===== config.mk =====
export PLATFORM = sky130hd
export DESIGN_NAME = lstrm_ctrl
export DESIGN_NICKNAME = d
export VERILOG_FILES = /design/src/assert_macros.svh /design/src/lstrm_pkg.sv /design/src/lstrm_ctrl.sv
export SDC_FILE = /design/constraint.sdc
export NUM_CORES = 1
export LEC_CHECK = 0
export ABC_AREA = 1
export BUFFER_PORTS_ARGS = -buffer_cell sky130_fd_sc_hd__buf_2
export CORE_MARGIN = 1.5
export CORE_UTILIZATION = 30
export DETAILED_ROUTE_END_ITERATION = 10
export PLACE_DENSITY = 0.56
export SETUP_SLACK_MARGIN = 0.4
export SLEW_MARGIN = 40
export SYNTH_ARGS = -nofsm -noshare
export SYNTH_HDL_FRONTEND = slang
export SYNTH_SLANG_ARGS = --single-unit

===== constraint.sdc =====
create_clock -name aclk -period 5.3 [get_ports aclk]
set_clock_uncertainty 0.1 [all_clocks]
set_input_delay 1.06 -clock aclk [delete_from_list [all_inputs] [get_ports aclk]]
set_output_delay 1.06 -clock aclk [all_outputs]
set_load 0.03 [all_outputs]

===== src/assert_macros.svh =====
// assertion helpers used by the rtl
`ifndef ASSERT_MACROS_SVH
`define ASSERT_MACROS_SVH

`ifndef ASSERT_OFF
// same-cycle implication
`define ASSERT_IMPL(name, clk, rstn, pre, post, msg) \
    name: assert property (@(posedge clk) disable iff (!(rstn)) (pre) |-> (post)) \
        else $error(msg);
// next-cycle implication
`define ASSERT_NEXT(name, clk, rstn, pre, post, msg) \
    name: assert property (@(posedge clk) disable iff (!(rstn)) (pre) |=> (post)) \
        else $error(msg);
`else
`define ASSERT_IMPL(name, clk, rstn, pre, post, msg)
`define ASSERT_NEXT(name, clk, rstn, pre, post, msg)
`endif

`endif


===== src/lstrm_pkg.sv =====
`timescale 1ns / 1ps
package lstrm_pkg;

    localparam int VAL_W = 32;
    localparam int CNT_W = 11;
    localparam int IDX_W = 10;
    localparam int ACT_W = 2;

    localparam logic [VAL_W-1:0] INT_MIN = {1'b1, {(VAL_W-1){1'b0}}};
    localparam logic [CNT_W-1:0] CNT_RST = 11'd1024;

    localparam logic [ACT_W-1:0] ACT_SET   = 2'd0;
    localparam logic [ACT_W-1:0] ACT_ADD   = 2'd1;
    localparam logic [ACT_W-1:0] ACT_QUERY = 2'd2;

    // frame progress in the range walk
    localparam logic [1:0] STG_ENTER = 2'd0;
    localparam logic [1:0] STG_LEFT  = 2'd1;
    localparam logic [1:0] STG_RIGHT = 2'd2;

    typedef enum logic [4:0] {
        OP_NONE,
        OP_CLEAR,
        OP_START,
        OP_PRD_TOP,
        OP_PRD_C1,
        OP_PRD_C2,
        OP_PGET,
        OP_PSETV,
        OP_PAPPLY,
        OP_PC1,
        OP_PC2,
        OP_LEAFWR,
        OP_DESCEND,
        OP_POP,
        OP_PUSH_C1,
        OP_PUSH_C2,
        OP_ACC,
        OP_RC1,
        OP_RC2,
        OP_RCW,
        OP_OUT
    } op_t;

    typedef struct packed {
        op_t op;
    } cmd_t;

    typedef struct packed {
        logic       clear_done;
        logic       do_set;
        logic       do_add;
        logic       do_query;
        logic       q_empty;
        logic       p_zero;
        logic       tgt_leaf;
        logic       top_leaf;
        logic       disjoint;
        logic       covered;
        logic [1:0] stage;
        logic       sp_one;
        logic       out_busy;
    } sts_t;

    function automatic logic [VAL_W-1:0] smax(input logic [VAL_W-1:0] a,
                                             input logic [VAL_W-1:0] b);
        return ($signed(a) >= $signed(b)) ? a : b;
    endfunction

endpackage


===== src/lstrm_ctrl.sv =====
`timescale 1ns / 1ps
module lstrm_ctrl
    import lstrm_pkg::*;
(
    input  logic aclk,
    input  logic aresetn,
    input  logic s_tvalid,
    output logic s_tready,
    input  sts_t sts,
    output cmd_t cmd
);

    typedef enum logic [18:0] {
        S_CLEAR   = 19'h00001,
        S_IDLE    = 19'h00002,
        S_DECIDE  = 19'h00004,
        S_SET_TOP = 19'h00008,
        S_SET_AFT = 19'h00010,
        S_SET_C2  = 19'h00020,
        S_SET_DN  = 19'h00040,
        S_SET_POP = 19'h00080,
        S_SET_RC  = 19'h00100,
        S_RW_TOP  = 19'h00200,
        S_RW_S0   = 19'h00400,
        S_RW_POP  = 19'h00800,
        S_PGET    = 19'h01000,
        S_PAPPLY  = 19'h02000,
        S_PC1     = 19'h04000,
        S_PC2     = 19'h08000,
        S_RC2     = 19'h10000,
        S_RCW     = 19'h20000,
        S_FIN     = 19'h40000
    } state_t;

    state_t state_reg, state_next;
    state_t ret_reg, ret_next;

    assign s_tready = (state_reg == S_IDLE);

    always_ff @(posedge aclk) begin
        if (!aresetn) begin
            state_reg <= S_CLEAR;
            ret_reg   <= S_IDLE;
        end else begin
            state_reg <= state_next;
            ret_reg   <= ret_next;
        end
    end

    always_comb begin
        state_next = state_reg;
        ret_next   = ret_reg;
        cmd.op     = OP_NONE;
        unique case (state_reg)
            S_CLEAR: begin
                cmd.op = OP_CLEAR;
                if (sts.clear_done) begin
                    state_next = S_IDLE;
                end
            end
            S_IDLE: begin
                if (s_tvalid) begin
                    cmd.op     = OP_START;
                    state_next = S_DECIDE;
                end
            end
            S_DECIDE: begin
                priority if (sts.do_set) begin
                    state_next = S_SET_TOP;
                end else if (sts.do_add) begin
                    state_next = S_RW_TOP;
                end else if (sts.do_query) begin
                    state_next = sts.q_empty ? S_FIN : S_RW_TOP;
                end else begin
                    state_next = S_IDLE;
                end
            end
            // point update: push down along the path, write leaf, fix ancestors
            S_SET_TOP: begin
                cmd.op     = OP_PRD_TOP;
                ret_next   = S_SET_AFT;
                state_next = S_PGET;
            end
            S_SET_AFT: begin
                if (sts.top_leaf) begin
                    cmd.op     = OP_LEAFWR;
                    state_next = S_SET_POP;
                end else begin
                    cmd.op     = OP_PRD_C1;
                    ret_next   = S_SET_C2;
                    state_next = S_PGET;
                end
            end
            S_SET_C2: begin
                cmd.op     = OP_PRD_C2;
                ret_next   = S_SET_DN;
                state_next = S_PGET;
            end
            S_SET_DN: begin
                cmd.op     = OP_DESCEND;
                state_next = S_SET_TOP;
            end
            S_SET_POP: begin
                cmd.op     = OP_POP;
                state_next = sts.sp_one ? S_IDLE : S_SET_RC;
            end
            S_SET_RC: begin
                cmd.op     = OP_RC1;
                ret_next   = S_SET_POP;
                state_next = S_RC2;
            end
            // range walk over the frame stack
            S_RW_TOP: begin
                unique case (sts.stage)
                    STG_ENTER: begin
                        cmd.op     = OP_PRD_TOP;
                        ret_next   = S_RW_S0;
                        state_next = S_PGET;
                    end
                    STG_LEFT: begin
                        cmd.op     = OP_PUSH_C2;
                        state_next = S_RW_TOP;
                    end
                    default: begin
                        if (sts.do_add) begin
                            cmd.op     = OP_RC1;
                            ret_next   = S_RW_POP;
                            state_next = S_RC2;
                        end else begin
                            state_next = S_RW_POP;
                        end
                    end
                endcase
            end
            S_RW_S0: begin
                priority if (sts.disjoint) begin
                    state_next = S_RW_POP;
                end else if (sts.covered) begin
                    if (sts.do_add) begin
                        cmd.op     = OP_PSETV;
                        ret_next   = S_RW_POP;
                        state_next = S_PAPPLY;
                    end else begin
                        cmd.op     = OP_ACC;
                        state_next = S_RW_POP;
                    end
                end else begin
                    cmd.op     = OP_PUSH_C1;
                    state_next = S_RW_TOP;
                end
            end
            S_RW_POP: begin
                cmd.op = OP_POP;
                if (sts.sp_one) begin
                    state_next = sts.do_add ? S_IDLE : S_FIN;
                end else begin
                    state_next = S_RW_TOP;
                end
            end
            // pending-add push down of the target node
            S_PGET: begin
                cmd.op     = OP_PGET;
                state_next = S_PAPPLY;
            end
            S_PAPPLY: begin
                if (sts.p_zero) begin
                    state_next = ret_reg;
                end else begin
                    cmd.op     = OP_PAPPLY;
                    state_next = sts.tgt_leaf ? ret_reg : S_PC1;
                end
            end
            S_PC1: begin
                cmd.op     = OP_PC1;
                state_next = S_PC2;
            end
            S_PC2: begin
                cmd.op     = OP_PC2;
                state_next = ret_reg;
            end
            // recompute the top frame's maximum from its children
            S_RC2: begin
                cmd.op     = OP_RC2;
                state_next = S_RCW;
            end
            S_RCW: begin
                cmd.op     = OP_RCW;
                state_next = ret_reg;
            end
            S_FIN: begin
                if (!sts.out_busy) begin
                    cmd.op     = OP_OUT;
                    state_next = S_IDLE;
                end
            end
            default: begin
                state_next = S_IDLE;
            end
        endcase
    end

endmodule


==> Word-level counts from Yosys, hierarchy flattened <==
Index checks and enable logic that the tools add are counted.
{ "word_totals": {"ramBits": 0, "latchBits": 0, "n_memories": 0, "mem_bits_ro": 0, "wordCells": 71, "inputBits": 17, "out_inout_bits": 6, "regBits": 38} }
{ "op_classes": {"n_reduce_logical": 7, "div_mod_pow": 0, "bitwise_logic": 0, "n_shift": 0, "magnitude_cmp": 0, "n_addsub": 0, "multipliers": 0, "mux": 35, "n_eq_ne": 27} }
{ "ops": {"columns": ["cell", "count"], "rows": [
  ["two-way mux 19 bit", 17],
  ["one-hot mux 19 bit (17 select lines)", 1],
  ["one-hot mux 19 bit (6 select lines)", 1],
  ["one-hot mux 5 bit (17 select lines)", 1],
  ["one-hot mux 19 bit (2 select lines)", 1],
  ["one-hot mux 17 bit (2 select lines)", 1],
  ["two-way mux 5 bit", 5],
  ["== test 19 x 1 -> 1 bit (second input constant)", 1],
  ["== test 19 x 10 -> 1 bit (second input constant)", 1],
  ["== test 19 x 11 -> 1 bit (second input constant)", 1],
  ["== test 19 x 12 -> 1 bit (second input constant)", 1],
  ["== test 19 x 13 -> 1 bit (second input constant)", 1],
  ["== test 19 x 14 -> 1 bit (second input constant)", 1],
  ["== test 19 x 15 -> 1 bit (second input constant)", 1],
  ["== test 19 x 16 -> 1 bit (second input constant)", 1],
  ["== test 19 x 17 -> 1 bit (second input constant)", 1],
  ["== test 19 x 18 -> 1 bit (second input constant)", 1],
  ["== test 19 bit (second input constant)", 1],
  ["== test 19 x 2 -> 1 bit (second input constant)", 1],
  ["== test 19 x 3 -> 1 bit (second input constant)", 1],
  ["== test 19 x 4 -> 1 bit (second input constant)", 1],
  ["== test 19 x 5 -> 1 bit (second input constant)", 1],
  ["== test 19 x 6 -> 1 bit (second input constant)", 1],
  ["== test 19 x 7 -> 1 bit (second input constant)", 1],
  ["16 further kinds", 25]
]} }

==> Logic depth before layout (Yosys ltp) <==
Gate-level depths: netlist of run 1.
{ "logic_depth": {"word_depth": 5, "mapped_depth": 12, "ltp_nobuf": 12} }

==> Worst setup path after synthesis of run 1 <==
No wires, ideal clock.
{ "synth_timing": {"path_kind": "input -> output", "startpoint": "input sts[11] (netlist name)", "endpoint": "output cmd[4] (netlist name)", "required_time_ps": 4140, "arrival_time_ps": 2013, "path_slack_ps": 2127, "path_stages": 4, "path_buffers": 1, "path_cell_list": "inv_1 -> clkbuf_1 -> nand2_1 -> o2111ai_1"} }
{ "synth_lines": {"columns": ["element", "line_no", "source"], "rows": [
  ["from (decl)", "lstrm_ctrl.sv:9", "input sts_t sts,"],
  ["to (decl)", "lstrm_ctrl.sv:10", "output cmd_t cmd"]
]} }

==> metrics, run 1 <==
Crit path largest cell delay=0.27 ns; # port buffers=22; worst skew pair latency=roughly 0.30 ns; sequential cell area fraction in the yosys report=31.4%; Synthesized Nets=370; Mapped Cells=353; met2 WL=3.09 mm; GRT Util Overall=between 10% and 20%; DRT iter0 DRCs=about 140; crit share post-route=a little under two thirds; buffers and inverters on the worst path=3; register area=761 um^2; Least-Margin Pin Slew=0.558 ns; DP Cell Count=about 470; Initial Util=31.2%; overall power=approximately 600 uW; commonest non-fill, non-tap cell in the layout=nand2_1; Leakage=between 0.001 and 0.0015 uW; Layout area overhead=12.4%; synthesized area per cell=6.86 um^2; DP Wirelength=5.33 mm; routed len/inst=13.7 um; Fin. Hold Viols=0; commonest cells after routing, fill and taps aside=nand2_1 (66), nor2_1 (49), inv_1 (44); Reg clk slew, reported paths=0.08 ns; vias in the first global route=between 2k and 2.5k; Top Layer Used=met4; global route overflow=0; status=complete, no violations; initial antenna violation count=0; Layout fillers=882; first-pass GRT wire length=roughly 11 mm; DRT antenna net count=0; slowest CP cell=buf_2; DRT Wirelength=6.57 mm; Post-CTS Setup Inserts=0; critical path required time=4.14 ns; Max transition margin=62.8%; die height=92.8 um; worst min path class=reg -> reg; non-filler instance count after layout=479; Synth Cell Area=2420 um^2; clk buf depth=2; critical path capture point type=output pin; worst vdd ir=0.0767 mV; share of post-route cells with drive strength above 1=21.8%; Layout Utilization=35.0%; Die W=92.8 um; detailed-route DRC error count=0; Pre-Repair DR Iteration Count=4; CP Cell Sequence=buf_2, inv_1, a21oi_1, nand2_1, o2111ai_1, buf_2; Crit path top cell by count=buf_2; Final #Nets=a little under 400; PwrDens=220 nW/um^2; CTS root buf=clkbuf_8; clock period minus worst slack=around 3.4 ns; Setup violations, final=0; number of synthesized register bits=38; area occupied by multi-input gates=1400 um^2; GP Congestion=0.974; Core Area=slightly below 8000 um^2; CTS tree=yes; delay-heaviest family, CP=buffers and inverters; Vias=roughly 2.3k; worst hold slack=roughly 0.35 ns; num ports=23; critical path type=in -> out; Met3 Wirelength=about 310 um; distinct cell type count of the synthesized netlist=32; Fmax achieved=297 MHz; Diodes inserted=0; crit path launch type=input port; cts-stage hold buffer count=0; drt via density=4.76; maxcap violations=0; YS warnings=0; cts bufs inserted=5; Clock H-tree levels=2; setup_tns=0 ns; # clock sinks=38; Critical Path AT=2.21 ns; RSZ-0062 raised after global routing=no; largest net degree at the start of global routing=24; crit-path max FO=11; wire length on met1=about 3.0 mm; die area=8620 um^2; cts repair resizes=0; Slew Viols, Final=0; Rows=32
==> synthesized netlist by cell type, drive strengths merged <==
master / count / area [um^2]
a21oi: 12 / 60.1
nor3b: 1 / 7.51
nor2: 64 / 359
nand2: 76 / 335
buf: 4 / 43.8
o22ai: 1 / 6.26
o21a: 1 / 7.51
o21ai: 13 / 65.1
o21bai: 1 / 7.51
clkbuf: 2 / 7.51
nand3: 55 / 355
dfxtp: 38 / 761
inv: 57 / 214
o2111ai: 2 / 17.5
and3: 1 / 6.26
nor3: 10 / 50.1
nand4: 4 / 40.0
a31oi: 4 / 25.0
nand3b: 7 / 52.6
==> per-stage QoR <==
| stage | setup WS [ns] | cell area (um^2) |
|---|---|---|
| final | 1.93 | 2720 |
| after global routing | 1.87 | 2720 |
| after CTS | 2.03 | 2720 |
| after detailed placement | 2.03 | 2610 |
| after global placement | 2.06 | 2610 |
| after floorplan | 2.13 | 2420 |
==> worst paths after layout <==
path         cells after the start     startpoint  slack, ns           to
max                              6        sts[11]       1.93       cmd[1]
min                              2    ret_reg[15]       0.35  ret_reg[15]
max reg2reg                     10  state_reg[14]       3.31   ret_reg[2]
min reg2reg                      2    ret_reg[15]       0.35  ret_reg[15]
==> area by class of cell <==
class / count / area share, %
inverters: 57 / 7.86
clock buffers: 5 / 2.53
clock inverters: 3 / 1.66
well taps: 102 / 4.69
multi-input cells: 252 / 51.3
repair buffers: 22 / 4.05
flip-flops and latches: 38 / 28.0
==> metal layers <==
metal	vias up	GRT usage (%)
met1	1041	21.7
met2	53	26.8
li1	1175	-
met4	0	5.43
met5	-	0
met3	11	2.30
==> cell families (layout without fill, tap and decap cells) <==
kind of cell,after synthesis,in the layout,synth area share [%]
flops,38,38,31.4
buf+inv,63,87,11.0
compound gates,34,34,7.80
simple gates,218,218,49.8
==> report_power, final <==
| part | internal [uW] | leakage, uW | switching, uW |
|---|---|---|---|
| Combinational | 16.3 | 0.000980 | 37.6 |
| Sequential | 287 | 0.000307 | 1.79 |
| Clock | 140 | 0.0000504 | 115 |
| Total | 443 | 0.00134 | 154 |
==> worst register-to-register path, delay by kind of cell, from the launching register on <==
kind	cells	cell delay (ns)
buffers and inverters	1	0.04
AND/OR/NAND/NOR	9	1.40
flip-flops	1	0.35
Note: power is estimated with default switching activity, not from simulation.
==> run 2, diff against run 1 <==
--- a/config.mk
+++ b/config.mk
@@ -10,7 +10,7 @@
 export CORE_MARGIN = 1.5
 export CORE_UTILIZATION = 30
 export DETAILED_ROUTE_END_ITERATION = 10
-export PLACE_DENSITY = 0.56
+export PLACE_DENSITY = 0.58
 export SETUP_SLACK_MARGIN = 0.4
 export SLEW_MARGIN = 40
 export SYNTH_ARGS = -nofsm -noshare
==> constraint.sdc (replaced) <==
create_clock -name aclk -period 3.1 [get_ports aclk]
set_clock_uncertainty 0.1 [all_clocks]
set_input_delay 0.62 -clock aclk [delete_from_list [all_inputs] [get_ports aclk]]
set_output_delay 0.62 -clock aclk [all_outputs]
set_load 0.03 [all_outputs]
==> metrics, run 2 (synthesized netlist as in run 1, its figures left out) <==
drt via density=4.89 (+2.7%); vias in the first global route=2211 (+2.7%); non-filler instance count after layout=495 (+3.3%); share of post-route cells with drive strength above 1=30.0% (+8.3 points); crit-path max FO=8 (-3); Clock H-tree levels=2 (unchanged); Critical Path AT=1.97 ns (-0.24 ns); Least-Margin Pin Slew=0.532 ns (-0.0256 ns); Final WS setup=0.410 ns (-1.52 ns); Sw Ratio=25.1% (-0.67 points); DP Cell Count=473 (+0.42%); cts bufs inserted=5 (unchanged); GP Congestion=0.903 (-7.4%); worst hold slack=0.352 ns (-0.000423 ns); Reg2Reg Depth=13 (+3); critical path required time=2.38 ns (-1.76 ns); Leakage=0.00144 uW (+8.0%); Layout area overhead=21.8%; worst vdd ir=0.130 mV (+69%); global route overflow=0 (unchanged); cts-stage hold buffer count=0 (unchanged); crit path launch type=flop; DRT antenna net count=0 (unchanged); Initial Util=31.2% (unchanged); # port buffers=22 (unchanged); crit share post-route=86.8%; DRT Wirelength=6.80 mm (+3.5%); RSZ-0062 raised after global routing=yes; pre-CTS setup slack=0.578 ns (-1.45 ns); die height=92.8 um (unchanged); Hold Crit Start=ret_reg[12]; setup_tns=0 ns (unchanged); first-pass GRT wire length=10.6 mm (-1.8%); routed len/inst=13.7 um (+0.14%); R2R Path Start=state_reg[10]; CTS root buf=clkbuf_8; worst skew pair latency=0.29 ns (about the same); Vias=2419 (+6.1%); Final #Nets=409 (+4.1%); overall power=1020 uW (+70%); Hold Path Depth=2 (unchanged); Max transition margin=64.5% (+1.7 points); Hold Path Sink=ret_reg[12]; worst reg2reg path endpoint=state_reg[18]; Fin. Hold Viols=0 (unchanged); initial antenna violation count=0 (unchanged); Reg clk slew, reported paths=0.08 ns (about the same); Gate power share=10.2% (+1.2 points); Pre-Repair DR Iteration Count=5 (+1); Rows=32 (unchanged); Die W=92.8 um (unchanged); P_sw=256 uW (+66%); commonest cells after routing, fill and taps aside=nand2_1 (63), inv_1 (44), nor2_1 (44); critical path type=reg -> out; clk buf depth=2 (unchanged); flop2flop setup slack=0.96 ns (-2.35 ns); Seq pwr share=48.6% (+0.3 points); Diodes inserted=0 (unchanged); clock period minus worst slack=2.69 ns; die area=8620 um^2 (unchanged); Setup violations, final=0 (unchanged); maxcap violations=0 (unchanged); Fmax achieved=372 MHz; commonest non-fill, non-tap cell in the layout=nand2_1; PwrDens=345 nW/um^2 (+57%); DP Wirelength=5.32 mm (about the same); status=complete, no violations; # clock sinks=38 (unchanged); Slew Viols, Final=0 (unchanged); num ports=23 (unchanged); GRT Util Overall=15.8% (-0.48 points); largest net degree at the start of global routing=24 (unchanged); detailed-route DRC error count=0 (unchanged); worst min path class=reg -> reg; Layout fillers=851 (-3.5%); critical path capture point type=output pin; Internal=762 uW (+72%); CTS tree=yes; DRT iter0 DRCs=225 (+62%); Core Area=7770 um^2 (unchanged); power share of the clock group=41.2% (-1.5 points)
## run 2: what timing repair did
item / CTS / global route
buffers inserted: 2 / 12
endpoints found under the setup margin: 3 / 5
gates resized for setup: 6 / 29
pin swaps: 2 / 12
## run 2: metrics by stage
step | utilization, % | area (um^2)
3_5_place_dp | 33.8 | 2620
5_1_grt | 38.0 | 2950
4_1_cts | 35.7 | 2770
6_report | 38.0 | 2950
3_3_place_gp | 33.8 | 2620
2_1_floorplan | - | 2420
## run 2: critical path, stage by stage (launching register included)
cell,delay (ns)
dfxtp_1,0.34
inv_1,0.14
nand2_4,0.10
nor2_8,0.20
nand2_4,0.09
nor2_4,0.19
nand2_4,0.12
o22ai_4,0.19
nand3b_1,0.16
buf_6,0.14
## run 2: worst max path at each step
stage / endpoint / start / depth (start not counted)
after floorplan: cmd[4] / sts[11] / 4
after global placement: cmd[3] / state_reg[12] / 9
after detailed placement: cmd[3] / state_reg[6] / 9
after CTS: cmd[3] / state_reg[0] / 9
after global routing: cmd[0] / state_reg[14] / 9
final: cmd[3] / state_reg[16] / 9
## run 2: metal layers
layer  up-vias  wire length [um]  global-route usage, %
met5         -                 0                      0
met4         0               179                   6.19
met3        19               336                   2.38
met2        88              3210                   26.1
met1      1105              3070                   20.5
li1       1207                 -                      -
## run 2: final cells by class
| class | instances | area, um^2 | area share (%) |
|---|---|---|---|
| clock buffer | 5 | 68.8 | 2.33 |
| clock inverter | 3 | 40.0 | 1.36 |
| inverter | 57 | 214 | 7.25 |
| multi-input combinational | 252 | 1480 | 50.2 |
| sequential | 38 | 767 | 26.0 |
| tap | 102 | 128 | 4.33 |
| timing repair buffer | 38 | 250 | 8.49 |
## run 2: power groups by stage
stage / clock network, uW / logic (uW) / registers (uW)
2_1_floorplan: 0 / 62.2 / 504
3_3_place_gp: 0 / 93.6 / 505
3_5_place_dp: 0 / 92.6 / 505
4_1_cts: 429 / 95.3 / 494
5_1_grt: 449 / 112 / 494
6_report: 420 / 104 / 494
